## src/rtl/kpa_pkg.sv

```systemverilog
// Shared types, field widths, layout offsets and status codes of the probability accumulator.
package kpa_pkg;

    localparam int MODE_W   = 1;
    localparam int IDX_W    = 6;
    localparam int REWARD_W = 48;
    localparam int PROB_W   = 32;
    localparam int CNT_W    = 16;
    localparam int NUM_CNT  = 4;
    localparam int STATUS_W = 3;
    localparam int LEN_W    = 3;
    localparam int TDATA_W  = 152;

    // Bit offsets of the fields inside the slave and master tdata words.
    localparam int OFS_IDX    = 0;
    localparam int OFS_REWARD = OFS_IDX + IDX_W;
    localparam int OFS_PROB   = OFS_REWARD + REWARD_W;
    localparam int OFS_CNT    = OFS_PROB + PROB_W;
    localparam int PAYLOAD_W  = OFS_CNT + NUM_CNT * CNT_W;

    localparam logic [MODE_W-1:0] MODE_ACCUM = 1'b0;
    localparam logic [MODE_W-1:0] MODE_READ  = 1'b1;

    localparam logic [STATUS_W-1:0] ST_MERGED   = 3'd0;
    localparam logic [STATUS_W-1:0] ST_APPENDED = 3'd1;
    localparam logic [STATUS_W-1:0] ST_DROPPED  = 3'd2;
    localparam logic [STATUS_W-1:0] ST_READ_OK  = 3'd3;
    localparam logic [STATUS_W-1:0] ST_EMPTY    = 3'd4;

    localparam logic [LEN_W-1:0] LEN_RESET = 3'd4;

    // One stored table entry.
    typedef struct packed {
        logic [NUM_CNT-1:0][CNT_W-1:0] cnt;
        logic [PROB_W-1:0]             prob;
        logic [REWARD_W-1:0]           reward;
    } t_entry;

    // Commands from the controller to the datapath.
    typedef struct packed {
        logic capture;
        logic rd;
        logic merge;
        logic append;
        logic drop;
        logic rd_ok;
        logic rd_empty;
        logic load_out;
    } t_cmd;

    // Status from the datapath to the controller.
    typedef struct packed {
        logic match;
        logic out_free;
    } t_sts;

endpackage

```

## src/rtl/kpa_ctrl.sv

```systemverilog
// Controller of the probability accumulator: sequences the table scan, reads and result hand-off.
module kpa_ctrl #(
    parameter int MAX_ENTRIES = 64
) (
    input  logic                                i_clk,
    input  logic                                i_rst_n,
    input  logic                                i_s_tvalid,
    output logic                                o_s_tready,
    input  logic [kpa_pkg::MODE_W-1:0]          i_s_mode,
    input  logic [kpa_pkg::IDX_W-1:0]           i_s_index,
    input  kpa_pkg::t_sts                       i_sts,
    output kpa_pkg::t_cmd                       o_cmd,
    output logic [$clog2(MAX_ENTRIES)-1:0]      o_rd_addr,
    output logic [$clog2(MAX_ENTRIES)-1:0]      o_wr_addr
);

    localparam int AW = $clog2(MAX_ENTRIES);
    localparam int TW = $clog2(MAX_ENTRIES + 1);
    localparam int CW = (TW > kpa_pkg::IDX_W) ? TW : kpa_pkg::IDX_W;

    localparam logic [2:0] S_IDLE    = 3'd0;
    localparam logic [2:0] S_SCAN    = 3'd1;
    localparam logic [2:0] S_READ    = 3'd2;
    localparam logic [2:0] S_RD_WAIT = 3'd3;
    localparam logic [2:0] S_DONE    = 3'd4;

    logic [2:0]                r_state, n_state;
    logic [TW-1:0]             r_total, n_total;
    logic [TW-1:0]             r_scan, n_scan;
    logic                      r_cmp_vld, n_cmp_vld;
    logic [AW-1:0]             r_cmp_idx, n_cmp_idx;
    logic [kpa_pkg::IDX_W-1:0] r_ridx, n_ridx;

    // The scan is pipelined: an entry is read in one cycle and compared in the next.
    always_comb begin
        n_state    = r_state;
        n_total    = r_total;
        n_scan     = r_scan;
        n_cmp_vld  = r_cmp_vld;
        n_cmp_idx  = r_cmp_idx;
        n_ridx     = r_ridx;
        o_cmd      = '0;
        o_rd_addr  = r_scan[AW-1:0];
        o_wr_addr  = r_cmp_idx;
        o_s_tready = (r_state == S_IDLE);
        case (r_state)
            S_IDLE: begin
                if (i_s_tvalid) begin
                    o_cmd.capture = 1'b1;
                    n_scan        = '0;
                    n_cmp_vld     = 1'b0;
                    n_ridx        = i_s_index;
                    n_state       = (i_s_mode == kpa_pkg::MODE_READ) ? S_READ : S_SCAN;
                end
            end
            S_SCAN: begin
                if (r_cmp_vld && i_sts.match) begin
                    o_cmd.merge = 1'b1;
                    n_cmp_vld   = 1'b0;
                    n_state     = S_DONE;
                end else if (!r_cmp_vld && (r_scan >= r_total)) begin
                    if (r_total == TW'(MAX_ENTRIES)) begin
                        o_cmd.drop = 1'b1;
                    end else begin
                        o_cmd.append = 1'b1;
                        o_wr_addr    = r_total[AW-1:0];
                        n_total      = r_total + 1'b1;
                    end
                    n_state = S_DONE;
                end else if (r_scan < r_total) begin
                    o_cmd.rd  = 1'b1;
                    n_scan    = r_scan + 1'b1;
                    n_cmp_vld = 1'b1;
                    n_cmp_idx = r_scan[AW-1:0];
                end else begin
                    n_cmp_vld = 1'b0;
                end
            end
            S_READ: begin
                if (CW'(r_ridx) < CW'(r_total)) begin
                    o_cmd.rd  = 1'b1;
                    o_rd_addr = AW'(r_ridx);
                    n_state   = S_RD_WAIT;
                end else begin
                    o_cmd.rd_empty = 1'b1;
                    n_state        = S_DONE;
                end
            end
            S_RD_WAIT: begin
                o_cmd.rd_ok = 1'b1;
                n_state     = S_DONE;
            end
            S_DONE: begin
                if (i_sts.out_free) begin
                    o_cmd.load_out = 1'b1;
                    n_state        = S_IDLE;
                end
            end
            default: begin
                n_state = S_IDLE;
            end
        endcase
    end

    always_ff @(posedge i_clk) begin
        if (!i_rst_n) begin
            r_state   <= S_IDLE;
            r_total   <= '0;
            r_scan    <= '0;
            r_cmp_vld <= 1'b0;
        end else begin
            r_state   <= n_state;
            r_total   <= n_total;
            r_scan    <= n_scan;
            r_cmp_vld <= n_cmp_vld;
        end
    end

    always_ff @(posedge i_clk) begin
        r_cmp_idx <= n_cmp_idx;
        r_ridx    <= n_ridx;
    end

    a_total_bound: assert property (@(posedge i_clk) disable iff (!i_rst_n)
        r_total <= TW'(MAX_ENTRIES))
        else $error("entry count exceeds table depth");

    a_cmp_stored: assert property (@(posedge i_clk) disable iff (!i_rst_n)
        r_cmp_vld |-> (TW'(r_cmp_idx) < r_total))
        else $error("compare of an entry that was never stored");

    a_one_result: assert property (@(posedge i_clk) disable iff (!i_rst_n)
        $onehot0({o_cmd.merge, o_cmd.append, o_cmd.drop, o_cmd.rd_ok, o_cmd.rd_empty}))
        else $error("more than one result built in a cycle");

    a_append_count: assert property (@(posedge i_clk) disable iff (!i_rst_n)
        o_cmd.append |=> (r_total == $past(r_total) + 1'b1))
        else $error("append did not advance the entry count");

    a_done_after_result: assert property (@(posedge i_clk) disable iff (!i_rst_n)
        (o_cmd.merge || o_cmd.append || o_cmd.drop || o_cmd.rd_empty || o_cmd.rd_ok)
        |=> (r_state == S_DONE))
        else $error("result built without moving to hand-off");

endmodule

```

## config.mk

```make
export PLATFORM = sky130hd
export DESIGN_NAME = kpa_ctrl
export DESIGN_NICKNAME = d
export VERILOG_FILES = /design/src/rtl/kpa_pkg.sv /design/src/rtl/kpa_ctrl.sv
export SDC_FILE = /design/constraint.sdc
export NUM_CORES = 1
export LEC_CHECK = 0
export ABC_AREA = 1
export BUFFER_PORTS_ARGS = -buffer_cell sky130_fd_sc_hd__buf_4
export CELL_PAD_IN_SITES_DETAIL_PLACEMENT = 0
export CELL_PAD_IN_SITES_GLOBAL_PLACEMENT = 1
export CORE_AREA = 8 8 83 85
export CTS_CLUSTER_SIZE = 12
export DETAILED_ROUTE_END_ITERATION = 8
export DIE_AREA = 0 0 91 93
export GPL_ROUTABILITY_DRIVEN = 0
export HOLD_SLACK_MARGIN = 0.1
export PLACE_DENSITY_LB_ADDON = 0.1
export SYNTH_ARGS = -nofsm -noshare
export SYNTH_HDL_FRONTEND = slang
export SYNTH_SLANG_ARGS = --single-unit
```

## constraint.sdc

```tcl
create_clock -name i_clk -period 2 [get_ports i_clk]
set_input_delay 0.2 -clock i_clk [delete_from_list [all_inputs] [get_ports i_clk]]
set_output_delay 0.2 -clock i_clk [all_outputs]
set_load 0.005 [all_outputs]
```

Yosys cells after proc, flatten, opt, wreduce, memory -nomap -nowiden
Index checks and enable logic that the tools add are counted.
{ "word_totals": {"output_inout_bits": 21, "elab_cells": 77, "regBits": 30, "inputBits": 12} }
{ "classes": {"bitwise": 3, "add_sub_neg": 2, "mux": 40, "n_eq_ne": 12, "magnitude_cmp": 3, "n_reduce_logical": 11} }
{ "op_table": {"columns": ["op", "count"], "rows": [
  ["$mux 6", 6],
  ["$mux 7", 4],
  ["$mux 3", 6],
  ["$mux 1", 17],
  ["$pmux 3 s5", 1],
  ["$add 7x1->7 const B", 2],
  ["$pmux 7 s2", 1],
  ["$ne 2x2->1 const B", 5],
  ["$reduce_and 4->1", 2],
  ["$eq 7x7->1 const B", 1],
  ["$ge 7x7->1", 1],
  ["$lt 6x7->1", 1],
  ["$lt 7x7->1", 1],
  ["$eq 3x2->1 const B", 2],
  ["$mux 2", 3],
  ["$ne 3x3->1 const B", 2],
  ["$reduce_and 3->1", 2],
  ["$reduce_and 5->1", 1],
  ["$pmux 1 s2", 2],
  ["$eq 3x1->1 const B", 1],
  ["$eq 3x3->1 const B", 1],
  ["$logic_not 3->1", 1],
  ["$not 1->1", 3],
  ["$logic_and 1x1->1", 2],
  ["other kinds (3)", 3]
]} }

Logic depth before layout (Yosys ltp)
{ "logic_depth": {"word_depth": 5, "ltp_mapped": 13, "mapped_depth_nobuf": 13} }

Worst setup path before layout
No wires, ideal clock.
{ "synth_path": {"path_kind": "register to register", "startpoint": "register r_total[4]", "endpoint": "register r_cmp_idx[0] (enable)", "setup_slack_ns": 0.244, "setup_time_ns": 0.306, "stages_incl_launch_ff": 10, "n_path_buf": 0, "arrival_time_ns": 1.450, "period_less_slack_ns": 1.756, "required_ns": 1.694, "cell_sequence": "dfxtp_1 > inv_1 > ha_1 > nand2_1 > nand2_1 > a21oi_2 > nand3_2 > nand2_1 > nand3_2 > inv_2"} }
{ "synth_via": {"elab_chain_len": 4, "elab_cells_between_ends": 5, "cone_classes": "order compare (2); bitwise (1); reduce/logical (2)"} }
{ "synth_rtl": {"columns": ["element", "line", "rtl"], "rows": [
  ["start: declaration", "kpa_ctrl.sv:28", "logic [TW-1:0] r_total, n_total;"],
  ["start signal: assignment", "kpa_ctrl.sv:113", "r_total <= n_total;"],
  ["$ge 7x7->1", "kpa_ctrl.sv:61", "end else if (!r_cmp_vld && (r_scan >= r_total)) begin"],
  ["$logic_and 1x1->1", "kpa_ctrl.sv:61", null],
  ["$not 1->1 (no line)", null, null],
  ["$reduce_and 4->1 (no line) *", null, null],
  ["end signal: assignment", "kpa_ctrl.sv:120", "r_cmp_idx <= n_cmp_idx;"],
  ["end: declaration", "kpa_ctrl.sv:31", "logic [AW-1:0] r_cmp_idx, n_cmp_idx;"]
]} }
Every way passes the cells marked *; elsewhere a longest branch is shown, timed or not.
A chain may end at the register's enable or synchronous reset.

Worst setup path after layout
{ "layout_path": {"startpoint": "register r_total[6]", "endpoint": "output o_wr_addr[0]"} }
{ "layout_via": {"elab_chain_len": 5, "elab_cells_between_ends": 7, "cone_classes": "order compare (1); eq/ne (1); mux (4); reduce/logical (1)"} }
{ "layout_rtl": {"columns": ["element", "line", "rtl"], "rows": [
  ["$ge 7x7->1 / $eq 7x7->1 (equally long branches)", "kpa_ctrl.sv:61, kpa_ctrl.sv:62", null],
  ["$logic_and 1x1->1 / $mux 6 (equally long branches)", "kpa_ctrl.sv:61, kpa_ctrl.sv:62", null],
  ["$mux 6 *", "kpa_ctrl.sv:61", null],
  ["$mux 6 *", "kpa_ctrl.sv:57", "if (r_cmp_vld && i_sts.match) begin"],
  ["$mux 6 *", "kpa_ctrl.sv:46", "case (r_state)"],
  ["end: declaration", "kpa_ctrl.sv:14", "output logic [$clog2(MAX_ENTRIES)-1:0] o_wr_addr"]
]} }
Marked as above.

==> impl_metrics.ini <==
[worst_setup_path]
critical_path_class = reg -> out
worst_r2r_startpoint = r_total[6]$_SDFFE_PN0P_
reg2reg_setup_slack_ns = 0.10
reg2reg_to = r_total[4]$_SDFFE_PN0P_
critical_path_peak_fanout = 8
startpoint_type = flip-flop
worst_ep_arrival_time_ns = 1.90
reg2reg_depth = 12
end_kind = output pin
crit_required_ns = 1.80

[global_route]
grt_overflow_total = 0
grt_pass1_wl_mm = 8.907
grt_use_total_pct = 13.32
grt_pass1_vias = 1851
antenna_found_initial = 0
grt_max_degree = 11

[min_path]
worstHoldPathType = in -> reg
min_from = i_s_mode
worstHoldPathCells = 3
timing.hold.worst_endpoint = r_state[1]$_SDFFE_PN0P_

[route]
drt_drc_violations_left = 0
post_drt_wl_per_cell_um = 14.04
first_iter_violations = 76
antenna_left = 0
dr.pass1.iters = 4
vias_per_instance = 4.563
num_vias = 1825
route.final.wire_length_mm = 5.616

[floorplanning]
die-area_mm2 = 0.008463
die_height_um = 93
io_pins = 33
coreArea_mm2 = 0.005675
die_width_um = 91
rows = 28
initial_core_utilization_pct = 33.47

[finish]
num-fill-cells = 601
flow.area_growth_from_synthesis_pct = 48.88
fin_nets = 351
antennaDiodeCount = 0
layout.core_utilization_pct = 49.82
post_route_cells_drive_above_1_share_pct = 39.38

[synth]
mappedNetlistArea_mm2 = 0.001899
synth_area_leader_cell = sky130_fd_sc_hd__dfxtp_1
most_used_dff_post_synth = sky130_fd_sc_hd__dfxtp_1
synthesized_net_count = 275
yosys.cell_types.count = 34
synth-warning-count = 0
postSynthAreaPerCell_um2 = 7.659
number_of_instances_in_the_synthesized_netlist = 248
ys_seq_area_share_pct = 37.94
synthDominantCellAreaShare_pct = 18.97
ys_async_sr_fraction_pct = 0
netlist_top_cells_area = sky130_fd_sc_hd__dfxtp_1 (19%), sky130_fd_sc_hd__edfxtp_1 (19%), sky130_fd_sc_hd__nand2_1 (14%)
synth-seq-cells = 30
synth_edf_count = 12

[place]
buffer_ports.inserted = 32
place_hpwl_mm = 4.283
place_worst_setup_slack_ns = 0.03324

[sta]
fmax_mhz = 476.0
period_minus_slack_ns = 2.101
fin_crit_sh_pct = 105.1
worst_slew_margin_rel_pct = 73.39
rsz_0062_raised_after_global_routing = true
worst-slew-pin-transition_ns = 0.3961
final_hold_violating_endpoints = 0
setup_viol_count_final = 13
fin_skew_ns = 0.005614
totalNegativeSetupSlack_ns = -0.6916
setup_ws_ns = -0.1010
drv_slew = 0

[clock_tree]
clk_transition_reported_paths_ns = 0.07
cts.htree.levels = 2
insertion_delay_of_the_later_clocked_pin_in_the_worst_skew_pair_ns = 0.28
cts.sinks = 30
ctsLongestPathBuffers = 2
cts_tree = built
cts_made_buffers = 5
ctsRootBufferMaster = sky130_fd_sc_hd__clkbuf_8

[run]
max_cap_violations = 0

[power]
vdd_drop_max_v = 0.0003421
finalPower_mw = 2.284
powerDensity_mw_per_mm2 = 807.8
p_leak_nw = 1.242

[run_status]
failed_checks = setup timing
outcome = finished, violations left
[power by group]
part	internal (mW)	switching, mW
clock network	0.239	0.224
logic	0.464	0.591
registers	0.708	0.0595
[flip-flops by register name (all words and copies together), names as in the netlist]
signal	count
r_scan	7
r_total	7
r_cmp_idx	6
r_ridx	6
r_state	3
r_cmp_vld	1
[synthesized netlist by cell type, types with 2 or more instances]
cell type	instances
sky130_fd_sc_hd__dfxtp_1	18
sky130_fd_sc_hd__a21oi_1	17
sky130_fd_sc_hd__edfxtp_1	12
sky130_fd_sc_hd__inv_1	28
sky130_fd_sc_hd__o21a_1	2
sky130_fd_sc_hd__o21ai_0	11
sky130_fd_sc_hd__inv_2	3
sky130_fd_sc_hd__nor2_1	22
sky130_fd_sc_hd__nand2_1	73
sky130_fd_sc_hd__nand3_2	3
sky130_fd_sc_hd__xor2_1	3
sky130_fd_sc_hd__o21ai_1	3
sky130_fd_sc_hd__nor3_1	3
sky130_fd_sc_hd__nand3_1	13
sky130_fd_sc_hd__ha_1	15
sky130_fd_sc_hd__nand4_1	2
sky130_fd_sc_hd__nor3_2	2
sky130_fd_sc_hd__nor4_1	2
[metrics by stage]
step | instance area (um^2) | hold WS (ns) | cells
final | 2828 | 0.1944 | 400
after global routing | 2828 | 0.1991 | 400
after CTS | 2661 | 0.1802 | 393
after detailed placement | 2361 | 0.3797 | 372
after global placement | 2361 | 0.3787 | 372
after floorplan | 1899 | 0.2989 | 248
[timing repair]
item,CTS,global route
pin swaps,9,6
gates resized for setup,37,26
cloned,1,0
hold buffers,6,0
setup endpoints to repair,15,17
endpoints found under the hold margin,6,0
setup buffers,6,7
[area by class of cell]
| cell class | count | area, um^2 | share of cell area, % |
|---|---|---|---|
| timing repair buffer | 70 | 544.3 | 19.25 |
| tap | 75 | 93.84 | 3.319 |
| sequential | 30 | 729.5 | 25.80 |
| timing repair inverter | 1 | 7.507 | 0.2655 |
| multi-input combinational | 183 | 1230 | 43.50 |
| inverter | 33 | 141.4 | 5.000 |
| clock inverter | 2 | 8.758 | 0.3097 |
| clock buffer | 6 | 72.57 | 2.566 |
[how the worst max path moves through the flow]
stage	end	from	cells past startpoint
2_1_floorplan	r_cmp_idx[0]$_DFFE_PP_	r_total[4]$_SDFFE_PN0P_	9
3_3_place_gp	o_wr_addr[5]	r_total[4]$_SDFFE_PN0P_	9
3_5_place_dp	o_wr_addr[4]	r_total[4]$_SDFFE_PN0P_	9
4_1_cts	o_wr_addr[0]	r_total[4]$_SDFFE_PN0P_	10
5_1_grt	o_wr_addr[0]	r_total[5]$_SDFFE_PN0P_	11
6_report	o_wr_addr[0]	r_total[6]$_SDFFE_PN0P_	11
[worst max-delay path, cell delays in order (launching register included)]
cell                       delay (ns)
sky130_fd_sc_hd__dfxtp_2         0.34
sky130_fd_sc_hd__inv_2           0.05
sky130_fd_sc_hd__ha_4            0.27
sky130_fd_sc_hd__nand2_4         0.06
sky130_fd_sc_hd__nor2_4          0.12
sky130_fd_sc_hd__nand3b_1        0.12
sky130_fd_sc_hd__nand3_4         0.14
sky130_fd_sc_hd__nand4_4         0.15
sky130_fd_sc_hd__clkinv_4        0.11
sky130_fd_sc_hd__nand2_4         0.04
sky130_fd_sc_hd__o21a_1          0.09
sky130_fd_sc_hd__buf_4           0.13
[routing by layer]
metal	routed length, um	global-route usage (%)	vias up
li1	-	-	967
met1	2605	15.92	817
met2	2698	22.37	32
met3	204	3.365	9
met4	108	5.457	0
met5	0	0	-
[kinds of logic (layout without fill, tap and decap cells)]
family                   after synthesis  count (layout)  synth area share, %
AO/OA/AOI/OAI                         38              38                11.26
XOR/XNOR                               3               3                1.384
adder cells (fa/ha/maj)               15              15                9.881
buffers and inverters                 35             112                7.575
flip-flops                            30              30                37.95
AND/OR/NAND/NOR                      127             127                31.95
[placed cells by master, fill, tap and decap left out, types with 2 or more instances in the layout]
master                          count
sky130_fd_sc_hd__a21oi_1           15
sky130_fd_sc_hd__a21oi_2            3
sky130_fd_sc_hd__buf_4             63
sky130_fd_sc_hd__clkbuf_8           5
sky130_fd_sc_hd__clkinv_1           2
sky130_fd_sc_hd__dfxtp_1           11
sky130_fd_sc_hd__dfxtp_2            7
sky130_fd_sc_hd__dlygate4sd3_1      6
sky130_fd_sc_hd__edfxtp_1          12
sky130_fd_sc_hd__ha_1               8
sky130_fd_sc_hd__ha_4               7
sky130_fd_sc_hd__inv_1             22
sky130_fd_sc_hd__inv_2              4
sky130_fd_sc_hd__inv_4              5
sky130_fd_sc_hd__nand2_1           63
sky130_fd_sc_hd__nand2_2            7
sky130_fd_sc_hd__nand2_4            4
sky130_fd_sc_hd__nand3_1           12
sky130_fd_sc_hd__nand3_4            5
sky130_fd_sc_hd__nand4_1            2
sky130_fd_sc_hd__nor2_1            20
sky130_fd_sc_hd__nor2_4             2
sky130_fd_sc_hd__nor3_1             3
sky130_fd_sc_hd__nor3_2             2
sky130_fd_sc_hd__nor4_1             2
sky130_fd_sc_hd__o21a_1             2
sky130_fd_sc_hd__o21ai_0            2
sky130_fd_sc_hd__o21ai_1            8
sky130_fd_sc_hd__o21ai_2            5
sky130_fd_sc_hd__xor2_1             3
(Power assumes the default switching activity.)
